==> config.mk <==
export PLATFORM = sky130hd
export DESIGN_NAME = gregorian_date_add_days_core_flat
export DESIGN_NICKNAME = d
export VERILOG_FILES = /design/src/rtl/gda_pkg.sv /design/src/rtl/gda_if.sv /design/src/rtl/gda_ctrl.sv /design/src/rtl/gda_dp.sv /design/src/rtl/gregorian_date_add_days_core.sv /design/src/flat_wrapper.sv
export SDC_FILE = /design/constraint.sdc
export NUM_CORES = 1
export LEC_CHECK = 0
export BUFFER_PORTS_ARGS = -buffer_cell sky130_fd_sc_hd__buf_2
export CORE_AREA = 2 2 175 177
export CTS_BUF_LIST = sky130_fd_sc_hd__clkbuf_2
export CTS_CLUSTER_SIZE = 28
export DETAILED_ROUTE_END_ITERATION = 7
export DIE_AREA = 0 0 177 179
export SYNTH_ARGS = -nofsm -noshare
export SYNTH_HDL_FRONTEND = slang
export SYNTH_SLANG_ARGS = --single-unit
==> constraint.sdc <==
create_clock -name clk -period 5.5 [get_ports clk]
set_clock_uncertainty 0.2 [all_clocks]
set_input_delay 0.55 -clock clk [delete_from_list [all_inputs] [get_ports clk]]
set_output_delay 0.55 -clock clk [all_outputs]
set_load 0.02 [all_outputs]
==> src/rtl/gda_pkg.sv <==
// gda_pkg: shared widths, status codes, calendar helpers and the command/status
// structs that pass between the gregorian date adder's controller and datapath
// no dependencies
package gda_pkg;

  localparam int DAY_W         = 5;
  localparam int MONTH_W       = 4;
  localparam int YEAR_W        = 14;
  localparam int STAT_W        = 2;
  localparam int ADD_WIDTH_DEF = 12;

  // year position within the 400-year cycle
  localparam int MOD_W = 9;

  // floor(y / 400) == (y * RECIP_400) >> RECIP_SHIFT for every 14-bit y
  localparam int RECIP_W     = 13;
  localparam int RECIP_SHIFT = 21;
  localparam int QUOT_W      = 6;
  localparam logic [RECIP_W-1:0] RECIP_400 = 13'd5243;
  localparam logic [MOD_W-1:0]   CYCLE_LEN = 9'd400;
  localparam logic [MOD_W-1:0]   CYCLE_END = 9'd399;
  localparam logic [MOD_W-1:0]   CENT_1    = 9'd100;
  localparam logic [MOD_W-1:0]   CENT_2    = 9'd200;
  localparam logic [MOD_W-1:0]   CENT_3    = 9'd300;

  localparam logic [YEAR_W-1:0]  YEAR_MIN  = 14'd1;
  localparam logic [YEAR_W-1:0]  YEAR_MAX  = 14'd9999;
  localparam logic [MONTH_W-1:0] MONTH_JAN = 4'd1;
  localparam logic [MONTH_W-1:0] MONTH_FEB = 4'd2;
  localparam logic [MONTH_W-1:0] MONTH_APR = 4'd4;
  localparam logic [MONTH_W-1:0] MONTH_JUN = 4'd6;
  localparam logic [MONTH_W-1:0] MONTH_SEP = 4'd9;
  localparam logic [MONTH_W-1:0] MONTH_NOV = 4'd11;
  localparam logic [MONTH_W-1:0] MONTH_DEC = 4'd12;
  localparam logic [DAY_W-1:0]   DAY_MIN   = 5'd1;
  localparam logic [DAY_W-1:0]   LEN_31    = 5'd31;
  localparam logic [DAY_W-1:0]   LEN_30    = 5'd30;
  localparam logic [DAY_W-1:0]   LEN_29    = 5'd29;
  localparam logic [DAY_W-1:0]   LEN_28    = 5'd28;

  localparam logic [STAT_W-1:0] STAT_OK       = 2'd0;
  localparam logic [STAT_W-1:0] STAT_INVALID  = 2'd1;
  localparam logic [STAT_W-1:0] STAT_OVERFLOW = 2'd2;

  typedef struct packed {
    logic load;    // capture an accepted input word
    logic mul;     // reciprocal multiply for year / 400
    logic rem;     // remainder within the 400-year cycle
    logic check;   // validate and add the day count
    logic step;    // one month of the walk
    logic push;    // move the result to the output register
  } ctrl_cmd_t;

  typedef struct packed {
    logic invalid;    // start date fails validation
    logic walk_done;  // day fits within the current month
    logic out_full;   // output register holds a word not yet taken
  } dp_stat_t;

  function automatic logic is_leap(input logic [MOD_W-1:0] r400);
    logic cent;
    cent = (r400 == CENT_1) || (r400 == CENT_2) || (r400 == CENT_3);
    return (r400 == '0) || ((r400[1:0] == 2'b00) && !cent);
  endfunction

  function automatic logic [DAY_W-1:0] month_len(input logic [MONTH_W-1:0] m,
                                                 input logic leap);
    logic [DAY_W-1:0] len;
    if (m == MONTH_FEB) begin
      len = leap ? LEN_29 : LEN_28;
    end else if ((m == MONTH_APR) || (m == MONTH_JUN) || (m == MONTH_SEP) ||
                 (m == MONTH_NOV)) begin
      len = LEN_30;
    end else begin
      len = LEN_31;
    end
    return len;
  endfunction

endpackage

==> src/rtl/gda_if.sv <==
// gda_in_if and gda_out_if: valid/ready channels for start-date words and
// result words of the gregorian date adder
// depends on gda_pkg
interface gda_in_if #(
  parameter int ADD_WIDTH = gda_pkg::ADD_WIDTH_DEF
) ();
  import gda_pkg::*;

  logic                 valid;
  logic                 ready;
  logic [DAY_W-1:0]     start_day;
  logic [MONTH_W-1:0]   start_month;
  logic [YEAR_W-1:0]    start_year;
  logic [ADD_WIDTH-1:0] days_to_add;

  modport source(output valid, start_day, start_month, start_year, days_to_add,
                 input ready);
  modport sink(input valid, start_day, start_month, start_year, days_to_add,
               output ready);
  modport mon(input valid, ready, start_day, start_month, start_year, days_to_add);
endinterface

interface gda_out_if ();
  import gda_pkg::*;

  logic               valid;
  logic               ready;
  logic [DAY_W-1:0]   end_day;
  logic [MONTH_W-1:0] end_month;
  logic [YEAR_W-1:0]  end_year;
  logic [STAT_W-1:0]  status;

  modport source(output valid, end_day, end_month, end_year, status, input ready);
  modport sink(input valid, end_day, end_month, end_year, status, output ready);
  modport mon(input valid, ready, end_day, end_month, end_year, status);
endinterface

==> src/rtl/gda_ctrl.sv <==
// gda_ctrl: sequencer for one date word at a time: setup, month walk, hand-off
// depends on gda_pkg
module gda_ctrl (
  input  logic                 clk,
  input  logic                 rst_n,
  input  logic                 in_valid,
  output logic                 in_ready,
  input  gda_pkg::dp_stat_t    stat,
  output gda_pkg::ctrl_cmd_t   cmd
);
  import gda_pkg::*;

  localparam logic [2:0] S_IDLE  = 3'd0;
  localparam logic [2:0] S_MUL   = 3'd1;
  localparam logic [2:0] S_REM   = 3'd2;
  localparam logic [2:0] S_CHECK = 3'd3;
  localparam logic [2:0] S_WALK  = 3'd4;
  localparam logic [2:0] S_DONE  = 3'd5;

  logic [2:0] state_r;
  logic [2:0] state_nxt;

  assign in_ready = (state_r == S_IDLE);

  always_comb begin
    state_nxt = state_r;
    cmd       = '0;
    unique case (state_r)
      S_IDLE: begin
        if (in_valid) begin
          cmd.load  = 1'b1;
          state_nxt = S_MUL;
        end
      end
      S_MUL: begin
        cmd.mul   = 1'b1;
        state_nxt = S_REM;
      end
      S_REM: begin
        cmd.rem   = 1'b1;
        state_nxt = S_CHECK;
      end
      S_CHECK: begin
        cmd.check = 1'b1;
        state_nxt = stat.invalid ? S_DONE : S_WALK;
      end
      S_WALK: begin
        if (stat.walk_done) begin
          state_nxt = S_DONE;
        end else begin
          cmd.step = 1'b1;
        end
      end
      S_DONE: begin
        if (!stat.out_full) begin
          cmd.push  = 1'b1;
          state_nxt = S_IDLE;
        end
      end
      default: state_nxt = S_IDLE;
    endcase
  end

  always_ff @(posedge clk) begin
    if (!rst_n) begin
      state_r <= S_IDLE;
    end else begin
      state_r <= state_nxt;
    end
  end

endmodule

==> src/rtl/gda_dp.sv <==
// gda_dp: date registers, year-in-cycle tracking, month walk and output register
// depends on gda_pkg
module gda_dp #(
  parameter int ADD_WIDTH = gda_pkg::ADD_WIDTH_DEF
) (
  input  logic                        clk,
  input  logic                        rst_n,
  input  gda_pkg::ctrl_cmd_t          cmd,
  output gda_pkg::dp_stat_t           stat,
  input  logic [gda_pkg::DAY_W-1:0]   start_day,
  input  logic [gda_pkg::MONTH_W-1:0] start_month,
  input  logic [gda_pkg::YEAR_W-1:0]  start_year,
  input  logic [ADD_WIDTH-1:0]        days_to_add,
  output logic                        out_valid,
  input  logic                        out_ready,
  output logic [gda_pkg::DAY_W-1:0]   end_day,
  output logic [gda_pkg::MONTH_W-1:0] end_month,
  output logic [gda_pkg::YEAR_W-1:0]  end_year,
  output logic [gda_pkg::STAT_W-1:0]  status
);
  import gda_pkg::*;

  // running day count: start day plus the whole addend, one bit of headroom
  localparam int DW = ((ADD_WIDTH > DAY_W) ? ADD_WIDTH : DAY_W) + 1;

  logic [DW-1:0]        d_r;
  logic [MONTH_W-1:0]   m_r;
  logic [YEAR_W-1:0]    y_r;
  logic [ADD_WIDTH-1:0] n_r;
  logic [STAT_W-1:0]    st_r;
  logic [QUOT_W-1:0]    q_r;
  logic [MOD_W-1:0]     r400_r;

  logic [DAY_W-1:0]   res_d_r;
  logic [MONTH_W-1:0] res_m_r;
  logic [YEAR_W-1:0]  res_y_r;
  logic [STAT_W-1:0]  res_st_r;
  logic               out_valid_r;

  logic [YEAR_W+RECIP_W-1:0] prod;
  logic [QUOT_W+MOD_W-1:0]   qmul;
  logic [YEAR_W-1:0]         rem_full;
  logic                      leap;
  logic [DAY_W-1:0]          len;
  logic [DW-1:0]             len_ext;
  logic                      bad_date;

  assign prod     = {{RECIP_W{1'b0}}, y_r} * {{YEAR_W{1'b0}}, RECIP_400};
  assign qmul     = {{MOD_W{1'b0}}, q_r} * {{QUOT_W{1'b0}}, CYCLE_LEN};
  assign rem_full = y_r - qmul[YEAR_W-1:0];

  assign leap    = is_leap(r400_r);
  assign len     = month_len(m_r, leap);
  assign len_ext = {{(DW-DAY_W){1'b0}}, len};

  assign bad_date = (m_r < MONTH_JAN) || (m_r > MONTH_DEC) ||
                    (y_r < YEAR_MIN) || (y_r > YEAR_MAX) ||
                    (d_r < {{(DW-DAY_W){1'b0}}, DAY_MIN}) || (d_r > len_ext);

  assign stat.invalid   = bad_date;
  assign stat.walk_done = (d_r <= len_ext);
  assign stat.out_full  = out_valid_r && !out_ready;

  always_ff @(posedge clk) begin
    if (cmd.load) begin
      d_r <= {{(DW-DAY_W){1'b0}}, start_day};
      m_r <= start_month;
      y_r <= start_year;
      n_r <= days_to_add;
    end
    if (cmd.mul) begin
      q_r <= prod[RECIP_SHIFT +: QUOT_W];
    end
    if (cmd.rem) begin
      r400_r <= rem_full[MOD_W-1:0];
    end
    if (cmd.check) begin
      if (bad_date) begin
        st_r <= STAT_INVALID;
      end else begin
        st_r <= STAT_OK;
        d_r  <= d_r + {{(DW-ADD_WIDTH){1'b0}}, n_r};
      end
    end
    if (cmd.step) begin
      if (m_r == MONTH_DEC) begin
        if (y_r == YEAR_MAX) begin
          // past the last representable year: pin to the final day
          d_r  <= {{(DW-DAY_W){1'b0}}, LEN_31};
          st_r <= STAT_OVERFLOW;
        end else begin
          d_r    <= d_r - len_ext;
          m_r    <= MONTH_JAN;
          y_r    <= y_r + 1'b1;
          r400_r <= (r400_r == CYCLE_END) ? '0 : r400_r + 1'b1;
        end
      end else begin
        d_r <= d_r - len_ext;
        m_r <= m_r + 1'b1;
      end
    end
    if (cmd.push) begin
      res_d_r  <= d_r[DAY_W-1:0];
      res_m_r  <= m_r;
      res_y_r  <= y_r;
      res_st_r <= st_r;
    end
  end

  always_ff @(posedge clk) begin
    if (!rst_n) begin
      out_valid_r <= 1'b0;
    end else if (cmd.push) begin
      out_valid_r <= 1'b1;
    end else if (out_ready) begin
      out_valid_r <= 1'b0;
    end
  end

  assign out_valid = out_valid_r;
  assign end_day   = res_d_r;
  assign end_month = res_m_r;
  assign end_year  = res_y_r;
  assign status    = res_st_r;

endmodule

==> src/rtl/gregorian_date_add_days_core.sv <==
// Gregorian date adder: each input word gives a start date and a day count and
// produces one result word with the advanced date and a status code (0 ok,
// 1 invalid start date echoed unchanged, 2 saturated at 31/12/9999). Words are
// handled one at a time: the accepting state, then S_MUL and S_REM (year
// position within the 400-year leap cycle by reciprocal multiply) and S_CHECK
// (date validation and addition), then the datapath's month walk in S_WALK,
// stepping once per month boundary crossed and then checking the final month,
// and S_DONE, which loads the output register once it holds no untaken word;
// an invalid date skips the walk. A finished result waits in the output
// register while the next word is accepted.
// depends on gda_pkg, gda_if, gda_ctrl, gda_dp
module gregorian_date_add_days_core #(
  parameter int ADD_WIDTH = gda_pkg::ADD_WIDTH_DEF
) (
  input  logic             clk,
  input  logic             rst_n,
  gda_in_if.sink           in_ch,
  gda_out_if.source        out_ch
);
  import gda_pkg::*;

  ctrl_cmd_t cmd;
  dp_stat_t  stat;

  gda_ctrl u_ctrl (
    .clk      (clk),
    .rst_n    (rst_n),
    .in_valid (in_ch.valid),
    .in_ready (in_ch.ready),
    .stat     (stat),
    .cmd      (cmd)
  );

  gda_dp #(
    .ADD_WIDTH (ADD_WIDTH)
  ) u_dp (
    .clk         (clk),
    .rst_n       (rst_n),
    .cmd         (cmd),
    .stat        (stat),
    .start_day   (in_ch.start_day),
    .start_month (in_ch.start_month),
    .start_year  (in_ch.start_year),
    .days_to_add (in_ch.days_to_add),
    .out_valid   (out_ch.valid),
    .out_ready   (out_ch.ready),
    .end_day     (out_ch.end_day),
    .end_month   (out_ch.end_month),
    .end_year    (out_ch.end_year),
    .status      (out_ch.status)
  );

endmodule

==> src/flat_wrapper.sv <==
// flat-port wrapper written by rule: the top's interface ports become plain ports
module gregorian_date_add_days_core_flat import gda_pkg::*;
#(
  parameter int ADD_WIDTH = gda_pkg::ADD_WIDTH_DEF
)
  (clk, rst_n, in_ch_valid, in_ch_start_day, in_ch_start_month, in_ch_start_year, in_ch_days_to_add, in_ch_ready, out_ch_valid, out_ch_end_day, out_ch_end_month, out_ch_end_year, out_ch_status, out_ch_ready);
  gda_in_if #(.ADD_WIDTH(ADD_WIDTH)) in_ch_i ();
  gda_out_if out_ch_i ();
  input  logic clk;
  input  logic rst_n;
  input wire logic [$bits(in_ch_i.valid)-1:0] in_ch_valid;
  input wire logic [$bits(in_ch_i.start_day)-1:0] in_ch_start_day;
  input wire logic [$bits(in_ch_i.start_month)-1:0] in_ch_start_month;
  input wire logic [$bits(in_ch_i.start_year)-1:0] in_ch_start_year;
  input wire logic [$bits(in_ch_i.days_to_add)-1:0] in_ch_days_to_add;
  output wire logic [$bits(in_ch_i.ready)-1:0] in_ch_ready;
  output wire logic [$bits(out_ch_i.valid)-1:0] out_ch_valid;
  output wire logic [$bits(out_ch_i.end_day)-1:0] out_ch_end_day;
  output wire logic [$bits(out_ch_i.end_month)-1:0] out_ch_end_month;
  output wire logic [$bits(out_ch_i.end_year)-1:0] out_ch_end_year;
  output wire logic [$bits(out_ch_i.status)-1:0] out_ch_status;
  input wire logic [$bits(out_ch_i.ready)-1:0] out_ch_ready;
  assign in_ch_i.valid = in_ch_valid;
  assign in_ch_i.start_day = in_ch_start_day;
  assign in_ch_i.start_month = in_ch_start_month;
  assign in_ch_i.start_year = in_ch_start_year;
  assign in_ch_i.days_to_add = in_ch_days_to_add;
  assign in_ch_ready = in_ch_i.ready;
  assign out_ch_valid = out_ch_i.valid;
  assign out_ch_end_day = out_ch_i.end_day;
  assign out_ch_end_month = out_ch_i.end_month;
  assign out_ch_end_year = out_ch_i.end_year;
  assign out_ch_status = out_ch_i.status;
  assign out_ch_i.ready = out_ch_ready;
  gregorian_date_add_days_core #(.ADD_WIDTH(ADD_WIDTH)) u_core (.clk(clk), .rst_n(rst_n), .in_ch(in_ch_i), .out_ch(out_ch_i));
endmodule
==> flow_summary.yaml <==
worst_setup_path:
  worst-path-max-fanout: 9
  path_class: "reg -> reg"
  critPathLaunchType: "register"
  cp-end-kind: "register"
  data_required_time_at_the_worst_endpoint_ns: 5.85
  critical_path_arrival_ns: 5.39
detailed_routing:
  first_pass_iters: 5
  detailed_route_drc_error_count: 0
  post_drt_via_cell_ratio: 4.72
  ant_nets: 0
  routed_wl_um: 21200
  first_iter_violations: 332
  routedWlPerCell_um: 15.5
  via_count: 6430
clock_tree:
  tritoncts: "yes"
  clock-sinks: 88
  cts-root-to-sink-buffers: 2
  cts.clk_slew.worst_paths_ns: 0.28
  htreeDepth: 3
  cts_made_buffers: 9
  cts_post_setup_buffers_inserted: 0
  cts_root_buf: "clkbuf_2"
  clkLatencyLatePin_ns: 0.65
timing:
  worstMarginPinSlew_ns: 1.02
  fmax_ghz: 0.198
  setup_slack_ns: 0.454
  finalSetupViolCount: 0
  fin_tns_setup_ns: 0
  max_slew_margin_pct: 31.7
  total_count_of_hold_check_failures_in_the_final_report: 0
  max_slew_violations: 0
  holdWs_ns: 0.0609
  finalCriticalPeriod_ns: 5.05
  finalCritPeriodShare_pct: 91.7
  rsz_0062_raised_after_global_routing: "false"
synthesis:
  synth.most_common_cell: "ha_1"
  syn_inst: 852
  synth.net_count: 1096
  netlist_area_um2: 8250
  netlist_top_cells_count: "ha_1, inv_1, fa_1"
  avgSynthCellArea_um2: 9.69
  post-synth-top-area-cell: "ha_1"
  synth.yosys.seq_area_share_pct: 26.4
  post_synth_num_cell_types: 66
  yosysWarnings: 0
  synth_ff_type: "dfxtp_1"
  top_post_synthesis_cells_by_area: "ha_1, fa_1, edfxtp_1, dfxtp_1, inv_1"
  edff_count_synth: 42
  synth.top_cell.area_share_pct: 21.2
  async_sr_flop_fraction_pct: 0
  synth-seq-cells: 88
layout:
  fillCellCount: 3113
  syn_to_final_growth_pct: 16.0
  layoutNonFillerInstCount: 1363
  finish.net_count: 1206
  multi_input_area_um2: 5460
  number_of_diodes_added_for_antenna_fixing: 0
  layout-drive-gt1-share_pct: 11.9
  sequential_cell_area_um2: 2180
global_route:
  antenna_found_initial: 0
  global_route_wire_length_before_repair_um: 34200
  total_routing_resource_utilization_after_global_routing_pct: 14.0
  grt-busiest-layer: "met2"
  number_of_global_route_vias_before_repair: 6483
  globalRouteOverflowTotal: 0
  maximum_number_of_pins_on_one_net_before_global_route_repair: 28
  grt.met2_usage_pct: 24.3
  met1_usage_pct: 17.4
  use_met3_pct: 2.14
status:
  outcome: "complete, no violations"
placed_design:
  buffer_ports.inserted: 65
  place_hpwl_um: 16700
  detailedPlace.worstSlack_ns: 0.490
  placed_cells_incl_taps: 1315
  gp_congestion: 0.830
floorplanning:
  die_w_um: 177
  floorplan.die_area_um2: 31700
  design.portCount: 66
  fp.coreArea_um2: 30000
  die_height_um: 179
  floorplan.initialDensity_pct: 27.5
  number_of_placement_rows: 64
hold_path:
  hold_path_class: "in -> reg"
run:
  maxCapViolations: 0
## cell type report
type | instances | share of cell area [%]
clock buffers | 9 | 0.470
repair buffers | 117 | 8.31
inverters | 138 | 5.41
multi-input cells | 608 | 57.0
clock inverters | 7 | 0.810
well taps | 396 | 5.17
flip-flops and latches | 88 | 22.8
## worst paths after layout
check                 startpoint                     to  slack (ns)  depth (start not counted)
max           u_core.u_dp.y_r[7]     u_core.u_dp.q_r[4]        0.45                         15
min           in_ch_start_day[2]     u_core.u_dp.d_r[2]        0.06                          4
max reg2reg   u_core.u_dp.y_r[7]     u_core.u_dp.q_r[4]        0.45                         15
min reg2reg  u_core.u_dp.st_r[0]  u_core.u_dp.status[0]        0.29                          0
## cells by family (layout without fill, tap and decap cells)
group,Yosys count,after routing,synth area share (%)
AND/OR/NAND/NOR,207,207,12.5
adder cells (fa/ha/maj),205,205,37.0
AO/OA/AOI/OAI,162,162,12.9
buffers and inverters,156,271,7.40
flip-flops,88,88,26.4
XOR/XNOR,28,28,2.97
multiplexers,6,6,0.743
## registers in the layout, indices dropped and copies added, names as in the netlist
register,flops
u_core.u_ctrl.state_r,3
u_core.u_dp.d_r,13
u_core.u_dp.end_day,5
u_core.u_dp.end_month,4
u_core.u_dp.end_year,14
u_core.u_dp.m_r,4
u_core.u_dp.n_r,12
u_core.u_dp.out_valid,1
u_core.u_dp.q_r,5
u_core.u_dp.r400_r,9
u_core.u_dp.st_r,2
u_core.u_dp.status,2
u_core.u_dp.y_r,14
## worst max-delay path, stage by stage, from the launching register on
cell and delay, ns:
dfxtp_1 0.69, buf_4 0.23, ha_1 0.26, fa_1 0.45
fa_1 0.51, inv_1 0.05, fa_1 0.47, fa_1 0.55
inv_1 0.05, ha_1 0.29, nand4_1 0.10, nor3_1 0.20
a211oi_1 0.12, a31oi_1 0.33, mux2_2 0.38, nand4_1 0.07
## per-layer routing
metal	share of wire [%]	vias up
li1	-	3176
met1	45	3083
met2	49	130
met3	3.2	41
met4	2.9	0
met5	0	-
## what timing repair did
item / in CTS / in global routing
gates resized for setup: 0 / 0
hold buffers: 32 / 0
endpoints found under the hold margin: 34 / 0
## layout by cell type, fill, tap and decap left out, types with 32 or more instances in the layout
cell / Yosys / layout
dlygate4sd3_1: 0 / 32
a21oi_1: 35 / 35
nor2_1: 41 / 40
edfxtp_1: 42 / 42
fa_1: 65 / 65
o21ai_0: 43 / 43
ha_1: 140 / 140
buf_2: 1 / 65
inv_1: 138 / 138
dfxtp_1: 46 / 46
nand2_1: 55 / 55
## per-stage QoR
step | util [%] | instance area (um^2)
floorplan | - | 8250
global placement | 30.4 | 9140
detailed placement | 30.4 | 9140
CTS | 31.9 | 9580
global route | 31.9 | 9580
finish | 31.9 | 9580
Power is not shown: default switching activity piles up to over one toggle a cycle in this logic, so the estimate is an artifact.
